**config.mk**
```make
export PLATFORM = sky130hd
export DESIGN_NAME = htd_update
export DESIGN_NICKNAME = d
export VERILOG_FILES = /design/src/hdl/htd_pkg.sv /design/src/hdl/htd_update.sv
export SDC_FILE = /design/constraint.sdc
export NUM_CORES = 1
export LEC_CHECK = 0
export BUFFER_PORTS_ARGS = -buffer_cell sky130_fd_sc_hd__buf_2
export CAP_MARGIN = 20
export CELL_PAD_IN_SITES_DETAIL_PLACEMENT = 1
export CELL_PAD_IN_SITES_GLOBAL_PLACEMENT = 2
export CORE_ASPECT_RATIO = 0.6
export CORE_MARGIN = 2
export CORE_UTILIZATION = 17
export DETAILED_ROUTE_END_ITERATION = 8
export MAX_ROUTING_LAYER = met4
export PLACE_DENSITY_LB_ADDON = 0.05
export SYNTH_ARGS = -nofsm -noshare
export SYNTH_HDL_FRONTEND = slang
export SYNTH_SLANG_ARGS = --single-unit
```
**constraint.sdc**
```tcl
create_clock -name vclk -period 8.5
set_input_delay 2.55 -clock vclk [all_inputs]
set_output_delay 2.55 -clock vclk [all_outputs]
set_load 0.01 [all_outputs]
```
**src/hdl/htd_pkg.sv**
```systemverilog
`default_nettype none
// -----------------------------------------------------------------------------
// htd_pkg
// Shared types and constants for the depth/age replacing transposition table.
// -----------------------------------------------------------------------------
package htd_pkg;

  // Slot count; must be a power of two, the slot index is the low key bits.
  localparam int unsigned TABLE_ENTRIES = 65536;
  localparam int unsigned IDX_W         = $clog2(TABLE_ENTRIES);

  localparam int unsigned KEY_W   = 64;
  localparam int unsigned FLAG_W  = 2;
  localparam int unsigned DEPTH_W = 8;
  localparam int unsigned SCORE_W = 16;
  localparam int unsigned MOVE_W  = 16;
  localparam int unsigned AGE_W   = 4;
  localparam int unsigned ACT_W   = 2;

  localparam logic [AGE_W-1:0] FRESH_AGE_RST = 4'd2;
  localparam logic [IDX_W-1:0] IDX_LAST      = IDX_W'(TABLE_ENTRIES - 1);

  // in_tdata: key, bound_flag, search_depth, score, best_move -> 106 bits, padded
  localparam int unsigned IN_DATA_W  = 112;
  // out_tdata: found_flag, found_depth, found_score, found_move -> 42 bits, padded
  localparam int unsigned OUT_DATA_W = 48;
  localparam int unsigned OUT_USER_W = 2;

  typedef enum logic [ACT_W-1:0] {
    ACT_PROBE = 2'd0,
    ACT_STORE = 2'd1,
    ACT_CLEAR = 2'd2,
    ACT_NONE  = 2'd3
  } action_t;

  typedef enum logic [1:0] {
    ST_WIPE,
    ST_IDLE,
    ST_LOOK,
    ST_DONE
  } state_t;

  typedef struct packed {
    logic [AGE_W-1:0]          age;
    logic [MOVE_W-1:0]         move;
    logic signed [SCORE_W-1:0] score;
    logic [DEPTH_W-1:0]        depth;
    logic [FLAG_W-1:0]         flag;
    logic [KEY_W-1:0]          key;
  } entry_t;

  typedef struct packed {
    action_t                   action;
    logic [KEY_W-1:0]          key;
    logic [FLAG_W-1:0]         flag;
    logic [DEPTH_W-1:0]        depth;
    logic signed [SCORE_W-1:0] score;
    logic [MOVE_W-1:0]         move;
  } req_t;

  typedef struct packed {
    logic                      hit;
    logic                      written;
    logic [FLAG_W-1:0]         flag;
    logic [DEPTH_W-1:0]        depth;
    logic signed [SCORE_W-1:0] score;
    logic [MOVE_W-1:0]         move;
  } result_t;

  typedef struct packed {
    logic    we;
    entry_t  wentry;
    result_t res;
  } upd_t;

endpackage
`default_nettype wire

```
**src/hdl/htd_update.sv**
```systemverilog
`default_nettype none
// -----------------------------------------------------------------------------
// htd_update
// Read-modify-write datapath: probe match, store age/depth replacement.
// -----------------------------------------------------------------------------
module htd_update (
  input  wire htd_pkg::req_t            req,
  input  wire htd_pkg::entry_t          rd,
  input  wire logic [htd_pkg::AGE_W-1:0] fresh_age,
  output htd_pkg::upd_t                 upd
);

  import htd_pkg::*;

  logic [AGE_W-1:0] age_dec;
  logic             replace;

  always_comb begin
    // saturate at zero
    age_dec = (rd.age == '0) ? '0 : rd.age - AGE_W'(1);
    replace = (req.depth >= rd.depth) || (age_dec == '0);

    upd        = '0;
    upd.wentry = rd;
    unique case (req.action)
      ACT_PROBE: begin
        if (rd.key == req.key) begin
          upd.res.hit   = 1'b1;
          upd.res.flag  = rd.flag;
          upd.res.depth = rd.depth;
          upd.res.score = rd.score;
          upd.res.move  = rd.move;
        end
      end
      ACT_STORE: begin
        // write back even when kept: the lowered age must stick
        upd.we          = 1'b1;
        upd.res.written = replace;
        if (replace) begin
          upd.wentry.key   = req.key;
          upd.wentry.flag  = req.flag;
          upd.wentry.depth = req.depth;
          upd.wentry.score = req.score;
          upd.wentry.move  = req.move;
          upd.wentry.age   = fresh_age;
        end else begin
          upd.wentry.age = age_dec;
        end
      end
      ACT_CLEAR, ACT_NONE: begin
        upd.we = 1'b0;
      end
      default: begin
        upd.we = 1'b0;
      end
    endcase
  end

endmodule
`default_nettype wire
```
==> flow_summary.yaml <==
layout:
  nNetsFinal: 961
  final_cell_mix: "377 x buf_2, 88 x mux2_2, 55 x inv_1, 43 x xnor2_1, 39 x nor3_2"
  seq_cell_count: 0
  final_core_util_pct: 29.71
  clockBufferCount: 0
  seq_area_um2: 0
  syn_to_final_growth_pct: 68.56
  drive_gt1_share_pct: 70.64
  final_common_cell: "buf_2"
sta:
  fin_worst_hold_slack_ns: 5.388
  setup_viol: 0
  drv_slew: 0
  period_share_pct: 87.37
  setup_ws_ns: 1.073
  rsz0062_at_grt: "false"
  tns_ns: 0
  relSlewSlack_pct: 42.98
  hold_viol: 0
  finalCriticalPeriod_ns: 7.427
  max_freq_mhz: 134.7
  worst_pin_slew_ns: 0.8475
setup_path:
  cp-start-kind: "input pin"
  worstPathRequired_ns: 5.95
  cp_common_cell: "buf_2"
  crit_family: "compound AO/OA/AOI/OAI gates"
  cp_max_fo: 83
  worst_setup_path_end_kind: "output port"
  cp_num_buf_inv: 4
  worst_ep_arrival_time_ns: 4.88
  cpMaxStageDelayCell: "a211o_1"
  crit_chain: "buf_2, inv_1, ha_1, a21oi_1, nand2_1, a211o_1, o21ai_4, buf_12, mux2_2, buf_2"
  critical_path_class: "in2out"
  cp_slowest_stage_delay_ns: 0.43
die:
  die_h_um: 108.1
  ios: 377
  start_util_pct: 17.63
  dieArea_um2: 19170
  die_width_um: 177.4
  core_um2: 17410
  rows: 37
routing:
  first_pass_iters: 4
  drt_iter0_drc: 92
  wl_per_cell_um: 16.88
  drcViolationCount: 0
  dr_total_vias: 4160
  wirelength_mm: 16.30
  drtAntennaViolNets: 0
  vias_per_cell: 4.306
cts:
  holdBufCountCts: 0
  cts_setup_buffers: 0
  ctsResizeCount: 0
yosys:
  yosysSeqAreaShare_pct: 0
  synth-simple-area-share_pct: 26.63
  synth_cell_type_count: 40
  syn-num-nets: 597
  ys.warnings.count: 0
  syn_area_per_cell_um2: 8.360
  synth_adder_area_share_pct: 3.263
  synth_xor_area_share_pct: 12.56
  synthCells: 367
  synth.mux.area_fraction_pct: 38.87
  synth_top_family_by_area: "multiplexers"
  netlist_area_um2: 3068
  synth-compound-area-share_pct: 7.055
hold_path:
  min_path_cells: 3
  hold_path.class: "in2out"
  whs_endpoint: "upd[137]"
  hp-start: "req[3]"
global_routing:
  grt_usage_pct: 15.84
  grt_pass1_vias: 4244
  overflow: 0
  antenna_found_initial: 2
  grt_pass1_wl_mm: 23.33
  grt_max_degree: 84
place:
  place.gp.congestion: 0.7619
  post-place-ws_ns: 1.046
  numPortBuffers: 377
  hpwlAfterDp_mm: 14.54
pwr:
  power_frac_comb_pct: 100.0
  ir_drop_v: 0.00001851
  total_power_mw: 0.2540
  internal_power_mw: 0.1309
  p_seq_share_pct: 0
  pwr-share-clk_pct: 0
  p_sw_share_pct: 48.44
  p_per_area_nw_per_um2: 49.11
  switchingPower_mw: 0.1230
  leakagePower_nw: 2.700
run:
  maxCapViolCount: 0
run_status:
  outcome: "complete, no violations"
-- synthesized netlist by cell type, types with 7 or more instances --
| cell | n | area (µm²) |
|---|---|---|
| nand2_1 | 8 | 30.03 |
| nand2b_1 | 13 | 81.33 |
| nor3_2 | 39 | 390.4 |
| nand4_1 | 10 | 62.56 |
| inv_1 | 55 | 206.5 |
| mux2_2 | 88 | 991.0 |
| nor2b_1 | 13 | 81.33 |
| xnor2_1 | 43 | 376.6 |
| nor3_1 | 7 | 35.03 |
| ha_1 | 8 | 100.1 |
| mux2_1 | 17 | 191.4 |
| buf_2 | 9 | 45.04 |
-- final cells by class --
type,count,area [µm²]
repair buffers,382,1937
inverters,56,210.2
well taps,234,292.8
multi-input cells,291,2724
diodes,3,7.507
fillers,2255,12240
-- metrics by stage --
stage	std cells	area, µm²
after floorplan	367	3068
after global placement	963	5164
after detailed placement	963	5164
after CTS	963	5164
after global routing	965	5169
final	966	5171
-- worst max path at each step --
stage / start / endpoint / depth (start not counted)
global route: rd[67] / upd[68] / 10
finish: rd[72] / upd[68] / 10
detailed placement: rd[68] / upd[68] / 10
CTS: rd[68] / upd[68] / 10
global placement: rd[72] / upd[68] / 10
floorplan: rd[72] / upd[133] / 10
-- routing by layer --
| layer | global-route usage, % | part of all wire, % | vias to the layer above |
|---|---|---|---|
| met3 | 2.426 | 7.3 | 8 |
| met5 | - | 0 | - |
| met1 | 17.48 | 38 | 1963 |
| li1 | - | - | 2023 |
| met2 | 31.15 | 54 | 166 |
| met4 | 1.230 | 0.87 | 0 |
-- cell families (layout without fill, tap and decap cells) --
group	count (synthesis)	count (layout)
buffers and inverters	76	438
adders and majority gates	8	8
and+or+nand+nor	108	108
muxes	106	106
other	0	3
xor gates and xnor gates	44	44
AOI/OAI and AO/OA	25	25
-- power by group through the flow --
| stage | clock network, mW | registers (mW) | logic (mW) |
|---|---|---|---|
| 2_1_floorplan | 0 | 0 | 0.130 |
| 3_3_place_gp | 0 | 0 | 0.255 |
| 3_5_place_dp | 0 | 0 | 0.258 |
| 4_1_cts | 0 | 0 | 0.259 |
| 5_1_grt | 0.0000000315 | 0 | 0.279 |
| 6_report | 0.0000000472 | 0 | 0.254 |
No activity file was read; power rests on OpenSTA's default activity.
